==> src/ibba_pkg.sv <==
package ibba_pkg;

  localparam int INODE_COUNT_DEF = 128;
  localparam logic [13:0] BUDGET_RESET = 14'd973;

  // in-use bits are kept in rows of this many inodes
  localparam int ROW_W    = 16;
  localparam int ROW_BITS = 4;

  localparam logic [14:0] DIRECT_MAX   = 15'd12;
  localparam logic [14:0] PTRS_PER_IDX = 15'd256;
  localparam logic [14:0] SINGLE_LIMIT = 15'd268;
  localparam logic [14:0] DBL_SAT      = 15'd16383;

  localparam logic [1:0] OP_CREATE = 2'd0;
  localparam logic [1:0] OP_REMOVE = 2'd1;
  localparam logic [1:0] OP_QUERY  = 2'd2;

  localparam logic [1:0] STAT_OK        = 2'd0;
  localparam logic [1:0] STAT_NO_INODE  = 2'd1;
  localparam logic [1:0] STAT_NO_BLOCKS = 2'd2;
  localparam logic [1:0] STAT_NOT_USED  = 2'd3;

  typedef struct packed {
    logic [3:0]  direct;
    logic [8:0]  single_ind;
    logic [13:0] double_ind;
    logic [14:0] total;
  } split_t;

  // Split a byte size into direct, single-indirect and double-indirect blocks.
  function automatic split_t split_size(input logic [23:0] size);
    logic [14:0] data;
    logic [14:0] rest;
    logic [14:0] left;
    logic [14:0] dbl_full;
    split_t      s;
    data = (size == 24'd0) ? 15'd1 : 15'((size - 24'd1) >> 10) + 15'd1;
    s.direct = (data < DIRECT_MAX) ? data[3:0] : DIRECT_MAX[3:0];
    rest = data - DIRECT_MAX;
    if (data > DIRECT_MAX) begin
      s.single_ind = (rest < PTRS_PER_IDX) ? 9'(rest) + 9'd1 : 9'(PTRS_PER_IDX) + 9'd1;
    end else begin
      s.single_ind = 9'd0;
    end
    left = data - SINGLE_LIMIT;
    if (data > SINGLE_LIMIT) begin
      dbl_full = 15'((left - 15'd1) >> 8) + 15'd2 + left;
    end else begin
      dbl_full = 15'd0;
    end
    s.double_ind = (dbl_full > DBL_SAT) ? DBL_SAT[13:0] : dbl_full[13:0];
    s.total = 15'(s.direct) + 15'(s.single_ind) + dbl_full;
    return s;
  endfunction

  // Position of the lowest set bit of a row (zero when none is set).
  function automatic logic [ROW_BITS-1:0] lowest_set(input logic [ROW_W-1:0] v);
    logic [ROW_BITS-1:0] r;
    r = '0;
    for (int i = ROW_W - 1; i >= 0; i--) begin
      if (v[i]) begin
        r = ROW_BITS'(i);
      end
    end
    return r;
  endfunction

endpackage

==> src/inode_block_budget_allocator.sv <==
// Inode table and disk block budget allocator.
//
// Input channel (in_valid/in_ready): operation, file_size, target_inode.
// Create takes the lowest free inode when the file's blocks (data plus
// index blocks) fit in block_budget; remove frees an inode and returns its
// blocks; query reports an inode's block split. One result item comes out
// on the output channel (out_valid/out_ready) for every input item.
//
// Sequence: one item at a time. Each item passes the steps accept, memory
// read, update and result load; the result is loaded into the output
// register once that register is free. A successful create adds a search
// for the next free inode over the in-use row memory, which first checks
// the row just written and then reads each further row in turn (rows hold
// 16 inodes each) until a free inode or the table's end is found.
// The result sits in an output register; while the receiver stalls the
// block finishes the item and waits with the next result only.
// Reset clears all inodes (row valid bits, no clearing pass), the used
// block count and the free-inode pointer, and sets block_budget to 973.
// cfg_wen writes block_budget; write it only while the block is idle.
module inode_block_budget_allocator #(
  parameter int INODE_COUNT = ibba_pkg::INODE_COUNT_DEF
) (
  input  logic        clk,
  input  logic        rst,
  input  logic        in_valid,
  output logic        in_ready,
  input  logic [1:0]  operation,
  input  logic [23:0] file_size,
  input  logic [6:0]  target_inode,
  output logic        out_valid,
  input  logic        out_ready,
  output logic [1:0]  status,
  output logic [6:0]  inode_number,
  output logic [13:0] free_blocks,
  output logic [3:0]  direct_blocks,
  output logic [8:0]  single_indirect_blocks,
  output logic [13:0] double_indirect_blocks,
  input  logic        cfg_wen,
  input  logic [13:0] cfg_wdata
);
  import ibba_pkg::*;

  localparam int IW   = $clog2(INODE_COUNT);
  localparam int ROWS = (INODE_COUNT + ROW_W - 1) / ROW_W;
  localparam int RW   = (ROWS > 1) ? $clog2(ROWS) : 1;
  localparam int CW   = (IW + 1 > 7) ? IW + 1 : 7;
  localparam int MW   = ROW_BITS + RW + 1;

  localparam logic [2:0] S_IDLE      = 3'd0;
  localparam logic [2:0] S_READ      = 3'd1;
  localparam logic [2:0] S_EXEC      = 3'd2;
  localparam logic [2:0] S_RESULT    = 3'd3;
  localparam logic [2:0] S_SCAN      = 3'd4;
  localparam logic [2:0] S_SCAN_WAIT = 3'd5;

  logic [2:0]       state;
  logic [13:0]      budget;
  logic [13:0]      used;
  logic [IW:0]      low_free;     // lowest free inode, INODE_COUNT when full
  logic [1:0]       op_r;
  logic [23:0]      size_r;
  logic [6:0]       target_r;
  logic             hit_r;
  logic [ROW_W-1:0] row_r;
  split_t           split_r;
  logic             need_scan;
  logic [RW-1:0]    scan_row;
  logic [ROW_W-1:0] scan_data;
  logic [1:0]       res_status;
  logic [6:0]       res_inum;
  split_t           res_counts;

  logic [CW-1:0]    tgt_in_w;
  logic [IW-1:0]    tgt_in_idx;
  logic [CW-1:0]    tgt_r_w;
  logic [IW-1:0]    tgt_idx;
  logic             tgt_in_range;
  logic [ROW_BITS-1:0] tgt_bit;
  logic [RW-1:0]    tgt_row;
  logic [IW-1:0]    lf_idx;
  logic [ROW_BITS-1:0] lf_bit;
  logic [RW-1:0]    lf_row;
  logic             has_free;
  logic             fits;
  logic             create_ok;
  logic             remove_ok;
  logic             out_load;
  logic [ROW_W-1:0] scan_mask;
  logic [ROW_W-1:0] scan_free;

  logic [RW-1:0]    map_raddr;
  logic             map_wen;
  logic [RW-1:0]    map_waddr;
  logic [ROW_W-1:0] map_wdata;
  logic [ROW_W-1:0] map_rdata;
  logic             size_wen;
  logic [23:0]      size_rdata;

  // Index decode of the incoming and the held target inode.
  assign tgt_in_w     = CW'(target_inode);
  assign tgt_in_idx   = tgt_in_w[IW-1:0];
  assign tgt_r_w      = CW'(target_r);
  assign tgt_idx      = tgt_r_w[IW-1:0];
  assign tgt_in_range = tgt_r_w < CW'(INODE_COUNT);
  assign tgt_bit      = ROW_BITS'(tgt_idx);
  assign tgt_row      = RW'(tgt_idx >> ROW_BITS);

  assign lf_idx   = low_free[IW-1:0];
  assign lf_bit   = ROW_BITS'(lf_idx);
  assign lf_row   = RW'(lf_idx >> ROW_BITS);
  assign has_free = low_free != (IW + 1)'(INODE_COUNT);
  assign fits     = (16'(used) + 16'(split_r.total)) <= 16'(budget);

  assign create_ok = (state == S_EXEC) && (op_r == OP_CREATE) && has_free && fits;
  assign remove_ok = (state == S_EXEC) && (op_r == OP_REMOVE) && hit_r;

  assign in_ready = (state == S_IDLE);
  assign out_load = (state == S_RESULT) && (!out_valid || out_ready);

  // In-use row memory ports: read on accept and during the free search,
  // write back the modified row on a successful create or remove.
  always_comb begin
    if (state == S_SCAN) begin
      map_raddr = scan_row + RW'(1);
    end else if (operation == OP_CREATE) begin
      map_raddr = lf_row;
    end else begin
      map_raddr = RW'(tgt_in_idx >> ROW_BITS);
    end
  end

  assign map_wen   = create_ok || remove_ok;
  assign map_waddr = (op_r == OP_CREATE) ? lf_row : tgt_row;
  assign map_wdata = (op_r == OP_CREATE) ? (row_r | (ROW_W'(1) << lf_bit))
                                         : (row_r & ~(ROW_W'(1) << tgt_bit));
  assign size_wen  = create_ok;

  // Rows may run past the table's end; those slots never count as free.
  always_comb begin
    for (int b = 0; b < ROW_W; b++) begin
      scan_mask[b] = MW'({scan_row, ROW_BITS'(b)}) < MW'(INODE_COUNT);
    end
  end
  assign scan_free = ~scan_data & scan_mask;

  ibba_inode_map #(
    .ROWS (ROWS),
    .RW   (RW)
  ) u_map (
    .clk   (clk),
    .rst   (rst),
    .raddr (map_raddr),
    .wen   (map_wen),
    .waddr (map_waddr),
    .wdata (map_wdata),
    .rdata (map_rdata)
  );

  ibba_size_store #(
    .INODE_COUNT (INODE_COUNT)
  ) u_size (
    .clk   (clk),
    .raddr (tgt_in_idx),
    .wen   (size_wen),
    .waddr (lf_idx),
    .wdata (size_r),
    .rdata (size_rdata)
  );

  // Budget register, written from the configuration port.
  always_ff @(posedge clk) begin
    if (rst) begin
      budget <= BUDGET_RESET;
    end else if (cfg_wen) begin
      budget <= cfg_wdata;
    end
  end

  // Sequencer and table state.
  always_ff @(posedge clk) begin
    if (rst) begin
      state     <= S_IDLE;
      used      <= '0;
      low_free  <= '0;
      need_scan <= 1'b0;
    end else begin
      unique case (state)
        S_IDLE: begin
          if (in_valid) begin
            state <= S_READ;
          end
        end
        S_READ: begin
          state <= S_EXEC;
        end
        S_EXEC: begin
          need_scan <= create_ok;
          if (create_ok) begin
            used <= 14'(used + split_r.total[13:0]);
          end
          if (remove_ok) begin
            used <= (15'(used) >= split_r.total) ? (used - split_r.total[13:0]) : '0;
            if ((IW + 1)'(tgt_idx) < low_free) begin
              low_free <= (IW + 1)'(tgt_idx);
            end
          end
          state <= S_RESULT;
        end
        S_RESULT: begin
          if (out_load) begin
            state <= need_scan ? S_SCAN : S_IDLE;
          end
        end
        S_SCAN: begin
          if (|scan_free) begin
            low_free <= (IW + 1)'({scan_row, lowest_set(scan_free)});
            state    <= S_IDLE;
          end else if (scan_row == RW'(ROWS - 1)) begin
            low_free <= (IW + 1)'(INODE_COUNT);
            state    <= S_IDLE;
          end else begin
            state <= S_SCAN_WAIT;
          end
        end
        S_SCAN_WAIT: begin
          state <= S_SCAN;
        end
        default: begin
          state <= S_IDLE;
        end
      endcase
    end
  end

  // Item payload and per-item results.
  always_ff @(posedge clk) begin
    if (in_valid && in_ready) begin
      op_r     <= operation;
      size_r   <= file_size;
      target_r <= target_inode;
    end
    if (state == S_READ) begin
      hit_r   <= ((op_r == OP_REMOVE) || (op_r == OP_QUERY)) && tgt_in_range
                 && map_rdata[tgt_bit];
      row_r   <= map_rdata;
      split_r <= split_size((op_r == OP_CREATE) ? size_r : size_rdata);
    end
    if (state == S_EXEC) begin
      if (op_r == OP_CREATE) begin
        res_counts <= split_r;
        if (!has_free) begin
          res_status <= STAT_NO_INODE;
          res_inum   <= '0;
        end else if (!fits) begin
          res_status <= STAT_NO_BLOCKS;
          res_inum   <= '0;
        end else begin
          res_status <= STAT_OK;
          res_inum   <= 7'(lf_idx);
          scan_row   <= lf_row;
          scan_data  <= map_wdata;
        end
      end else begin
        res_inum <= target_r;
        if (hit_r) begin
          res_status <= STAT_OK;
          res_counts <= split_r;
        end else begin
          res_status <= STAT_NOT_USED;
          res_counts <= '0;
        end
      end
    end
    if (state == S_SCAN_WAIT) begin
      scan_row  <= scan_row + RW'(1);
      scan_data <= map_rdata;
    end
  end

  // Output register: load the finished item, hold it until taken.
  always_ff @(posedge clk) begin
    if (rst) begin
      out_valid <= 1'b0;
    end else if (out_load) begin
      out_valid <= 1'b1;
    end else if (out_ready) begin
      out_valid <= 1'b0;
    end
  end

  always_ff @(posedge clk) begin
    if (out_load) begin
      status                 <= res_status;
      inode_number           <= res_inum;
      free_blocks            <= (used >= budget) ? '0 : (budget - used);
      direct_blocks          <= res_counts.direct;
      single_indirect_blocks <= res_counts.single_ind;
      double_indirect_blocks <= res_counts.double_ind;
    end
  end

endmodule

==> src/ibba_size_store.sv <==
module ibba_size_store #(
  parameter int INODE_COUNT = ibba_pkg::INODE_COUNT_DEF
) (
  input  logic                           clk,
  input  logic [$clog2(INODE_COUNT)-1:0] raddr,
  input  logic                           wen,
  input  logic [$clog2(INODE_COUNT)-1:0] waddr,
  input  logic [23:0]                    wdata,
  output logic [23:0]                    rdata
);
  import ibba_pkg::*;

  logic [23:0] mem [INODE_COUNT];

  // entries are read only for inodes in use, so no reset is needed
  always_ff @(posedge clk) begin
    if (wen) begin
      mem[waddr] <= wdata;
    end
    rdata <= mem[raddr];
  end

endmodule

==> src/ibba_inode_map.sv <==
module ibba_inode_map #(
  parameter int ROWS = (ibba_pkg::INODE_COUNT_DEF + ibba_pkg::ROW_W - 1) / ibba_pkg::ROW_W,
  parameter int RW   = (ROWS > 1) ? $clog2(ROWS) : 1
) (
  input  logic                         clk,
  input  logic                         rst,
  input  logic [RW-1:0]                raddr,
  input  logic                         wen,
  input  logic [RW-1:0]                waddr,
  input  logic [ibba_pkg::ROW_W-1:0]   wdata,
  output logic [ibba_pkg::ROW_W-1:0]   rdata
);
  import ibba_pkg::*;

  logic [ROW_W-1:0] mem [ROWS];
  logic [ROWS-1:0]  row_valid;
  logic [ROW_W-1:0] data_q;
  logic             valid_q;

  always_ff @(posedge clk) begin
    if (wen) begin
      mem[waddr] <= wdata;
    end
    data_q <= mem[raddr];
  end

  // a row never written reads as all free
  always_ff @(posedge clk) begin
    if (rst) begin
      row_valid <= '0;
      valid_q   <= 1'b0;
    end else begin
      if (wen) begin
        row_valid[waddr] <= 1'b1;
      end
      valid_q <= row_valid[raddr];
    end
  end

  assign rdata = valid_q ? data_q : '0;

endmodule

==> config.mk <==
export PLATFORM = sky130hd
export DESIGN_NAME = inode_block_budget_allocator
export DESIGN_NICKNAME = d
export VERILOG_FILES = /design/src/ibba_pkg.sv /design/src/inode_block_budget_allocator.sv /design/src/ibba_size_store.sv /design/src/ibba_inode_map.sv
export SDC_FILE = /design/constraint.sdc
export NUM_CORES = 2
export LEC_CHECK = 0
export ABC_AREA = 1
export BUFFER_PORTS_ARGS = -buffer_cell sky130_fd_sc_hd__buf_2
export CORE_ASPECT_RATIO = 0.8
export CORE_MARGIN = 2
export CORE_UTILIZATION = 52
export CTS_BUF_LIST = sky130_fd_sc_hd__clkbuf_2
export DETAILED_ROUTE_END_ITERATION = 8
export PLACE_DENSITY = 0.69
export REMOVE_ABC_BUFFERS = 1
export SETUP_SLACK_MARGIN = 0.15
export SYNTH_ARGS = -nofsm -noshare
export SYNTH_HDL_FRONTEND = slang
export SYNTH_SLANG_ARGS = --single-unit
==> constraint.sdc <==
create_clock -name clk -period 21.4 [get_ports clk]
set_input_delay 2.14 -clock clk [delete_from_list [all_inputs] [get_ports clk]]
set_output_delay 2.14 -clock clk [all_outputs]
set_load 0.01 [all_outputs]
==> metrics.md <==
| Metric | Value |
|---|---|
| Violated checks | `max-capacitance violations, max-slew violations` |
| FF-to-FF End | `split_r[13]$_DFFE_PP_` |
| Multi-input logic area | `33700 µm²` |
| Critical path fanouts, max | `37` |
| CP dominant cell by count | `nand2_1` |
| Die extent in x | `586 µm` |
| Vias per inst | `6.23` |
| Number of global-route vias before repair | `94.0k` |
| Final hold vios | `0` |
| Max cap viols | `1` |
| Unique masters post-synth | `57` |
| CTS Root Cell | `clkbuf_2` |
| Synth-to-Final Area Change | `8.73%` |
| Critical path depth | `43` |
| Critical Path Max Stage Delay | `0.61 ns` |
| Post-CTS Setup Bufs | `0` |
| Cts bufs inserted | `797` |
| Worst R2R Path Depth | `43` |
| Status | `complete, but fails checks` |
| Max Buffers Root-to-Sink | `4` |
| Vias after detailed routing | `99.4k` |
| Slew headroom | `-0.00153` |
| Synth Area per Inst | `12.5 µm²` |
| Hold/Removal Path Class | `flop to flop` |
| CTS tree | `yes` |
| Hold Startpoint | `res_counts[40]$_DFFE_PP_` |
| Critical path type | `flop to flop` |
| Initial core utilization | `0.524` |
| Pins Over Slew Limit | `1` |
| Top Family by Delay on Critical Path | `simple AND/OR/NAND/NOR gates` |
| Setup crit end kind | `flop` |
| Leakage | `0.0515 µW` |
| VDD IR max | `0.0000532 V` |
| Fin crit share | `0.421` |
| Arr. time, crit path | `10.56 ns` |
| Fillers | `21.7k` |
| Hold depth | `0` |
| Post_cts resized | `0` |
| Mapped Area | `141000 µm²` |
| Drt drc | `0` |
| CP Buf/Inv Count | `8` |
| Critical Path RT | `22.96 ns` |
| Peak Freq | `111 MHz` |
| First-pass GRT wire length | `613000 µm` |
| YS warnings | `0` |
| GRT Total Usage | `0.301` |
| Post-DP HPWL | `235000 µm` |
| Largest net degree at the start of global routing | `198` |
| Sink Count | `3487` |
| Worst-skew pair later-pin latency | `2.01 ns` |
| IO Pins | `104` |
| Reg-to-Reg Start | `op_r[0]$_DFFE_PP_` |
| Post-synth EDFFs | `3397` |
| Initial antenna violation count | `29` |
| Slowest-stage cell, CP | `fa_1` |
| Inst Count DP | `14.6k` |
| Share of post-route cells with drive strength above 1 | `0.151` |
| Setup crit start | `op_r[0]$_DFFE_PP_` |
| Core Box Area | `269000 µm²` |
| Number of hold buffers added after cts | `0` |
| Element type at the critical path start | `flop` |
| R2R setup slack | `12.39 ns` |
| Final WS setup | `12.39 ns` |
| Drt pass-1 iters | `8` |
| Worst Max-Slew Pin Slew | `1.50 ns` |
| Prevailing post-synth register cell | `edfxtp_1` |
| #FFs+latches synth | `3487` |
| Power Density | `87.0 nW/µm²` |
| Cell Rows | `170` |
| Die span in y | `470 µm` |
| Clk slew on worst S/H paths | `0.11 ns` |
| Post-route insts no fill | `16.0k` |
| Post-Place Setup Slack | `12.60 ns` |
| Final Critical Period | `9.01 ns` |
| Unrepaired setup endpoints after global routing | `false` |
| Placer Congestion | `0.917` |
| Global route total overflow | `0` |
| Final setup fails | `0` |
| Fin Clk Skew | `0.227 ns` |
| Synth Instances | `11.3k` |
| Post-Route WL | `426000 µm` |
| Top cell type's share of synthesized area | `0.724` |
| Per-cell routed wire length | `26.7 µm` |
| Register area share after synthesis | `0.737` |
| Layout Nets | `11.9k` |
| Reg area | `104000 µm²` |
| Final ANT Viol Nets | `0` |
| # H-tree levels | `6` |
| Hold Crit Endpoint | `direct_blocks[2]$_DFFE_PP_` |
| Buffers on Ports | `103` |
| Design Power | `13300 µW` |
| Initial DRC Count | `15.3k` |
| DIE AREA | `275000 µm²` |
| Top post-synthesis cells by area | `edfxtp_1 72%, o21ai_0 7.6%, nor2_1 6.7%` |
| Yosys top cell by area | `edfxtp_1` |
| Ys async rst share | `0` |
-- worst reg2reg max path, delay by kind of cell (launching register included) --
kind | cells | cell delay [ns]
DFF | 1 | 0.44
AOI/OAI and AO/OA | 4 | 0.78
xor gates and xnor gates | 1 | 0.23
adders and majority gates | 8 | 2.93
and+or+nand+nor | 22 | 3.15
buffers and inverters | 8 | 1.12
-- area by class of cell --
class                   instances  share of cell area
multi-input cells            6794               0.220
well taps                    3612              0.0295
inverters                     284             0.00718
clock buffers                1189              0.0388
clock inverters               202             0.00866
diodes                         10            0.000163
repair buffers                373              0.0184
flip-flops and latches       3487               0.677
-- per-layer routing --
| metal | vias up | track usage | routed length, µm |
|---|---|---|---|
| li1 | 43000 | - | - |
| met1 | 48500 | 0.416 | 161000 |
| met2 | 6821 | 0.441 | 186000 |
| met3 | 1019 | 0.0938 | 59300 |
| met4 | 18 | 0.133 | 19100 |
| met5 | - | 0 | 121 |
-- kinds of logic (layout without fill, tap and decap cells) --
logic type | count (synthesis) | after routing | synth area share
other cells | 0 | 10 | 0
simple gates | 3252 | 3252 | 0.0903
buf+inv | 1037 | 2048 | 0.0281
xor+xnor | 43 | 43 | 0.00267
flops | 3487 | 3487 | 0.737
fa+ha+maj | 108 | 108 | 0.0101
compound gates | 3391 | 3391 | 0.132
-- metrics by stage --
stage	hold WS, ns	cell area [µm²]	util	TNS [ns]
6_report	0.333	153000	0.570	0
3_3_place_gp	0.402	146000	0.543	0
2_1_floorplan	0.400	138000	-	-41.25
5_1_grt	0.272	153000	0.570	0
4_1_cts	0.225	153000	0.570	0
3_5_place_dp	0.405	146000	0.543	0
-- report_power, final --
group	total [µW]	internal (µW)	switching [µW]
Combinational	1400	365	1040
Sequential	7640	7610	35.4
Clock	4290	1680	2600
-- registers in the layout (all words and copies together), names as in the netlist, 3 cells and up --
signal and count:
free_blocks 14, row_r 16, scan_row 3, u_map.row_valid 8, res_inum 7, target_r 7
inode_number 7, low_free 8, u_size.rdata 24, u_size.mem 3072, u_map.data_q 16, direct_blocks 4
single_indirect_blocks 9, u_map.mem 128, scan_data 16, state 3, used 14, res_counts 27
split_r 42, size_r 24, double_indirect_blocks 14, budget 14
-- how the worst max path moves through the flow --
stage | slack, ns | to
after floorplan | -1.78 | u_size.rdata[16]$_DFF_P_
after global placement | 12.52 | split_r[13]$_DFFE_PP_
after detailed placement | 12.60 | split_r[13]$_DFFE_PP_
after CTS | 12.51 | split_r[13]$_DFFE_PP_
after global routing | 11.73 | split_r[13]$_DFFE_PP_
final | 12.39 | split_r[13]$_DFFE_PP_
-- synthesized netlist by cell type, types with 4 or more instances --
| cell type | n |
|---|---|
| a211oi_1 | 7 |
| a21oi_1 | 125 |
| a221oi_1 | 13 |
| a31oi_1 | 29 |
| buf_1 | 17 |
| buf_6 | 7 |
| clkbuf_1 | 726 |
| clkinv_1 | 5 |
| dfxtp_1 | 90 |
| edfxtp_1 | 3397 |
| fa_1 | 9 |
| ha_1 | 99 |
| inv_1 | 271 |
| inv_2 | 6 |
| nand2_1 | 513 |
| nand2_2 | 31 |
| nand3_1 | 92 |
| nand3_2 | 8 |
| nand4_1 | 28 |
| nor2_1 | 2513 |
| nor2_2 | 21 |
| nor2_4 | 8 |
| nor3_1 | 20 |
| nor4_1 | 4 |
| o211ai_1 | 11 |
| o21ai_0 | 2138 |
| o21ai_1 | 5 |
| o21bai_1 | 5 |
| o22ai_1 | 975 |
| o31ai_1 | 11 |
| o32ai_1 | 52 |
| or2_2 | 4 |
| xnor2_1 | 11 |
| xor2_1 | 32 |
-- placed cells by master (no fill, tap or decap), types with 98 or more instances in the layout --
cell,Yosys,routed
clkinv_1,5,146
o21ai_0,2138,2137
o22ai_1,975,975
nor2_1,2513,2381
inv_1,271,266
edfxtp_1,3397,3397
nand2_1,513,505
nor2_2,21,126
buf_4,1,252
ha_1,99,98
buf_2,2,98
a21oi_1,125,123
clkbuf_2,0,1189
Note: power is estimated with default switching activity, not from simulation.
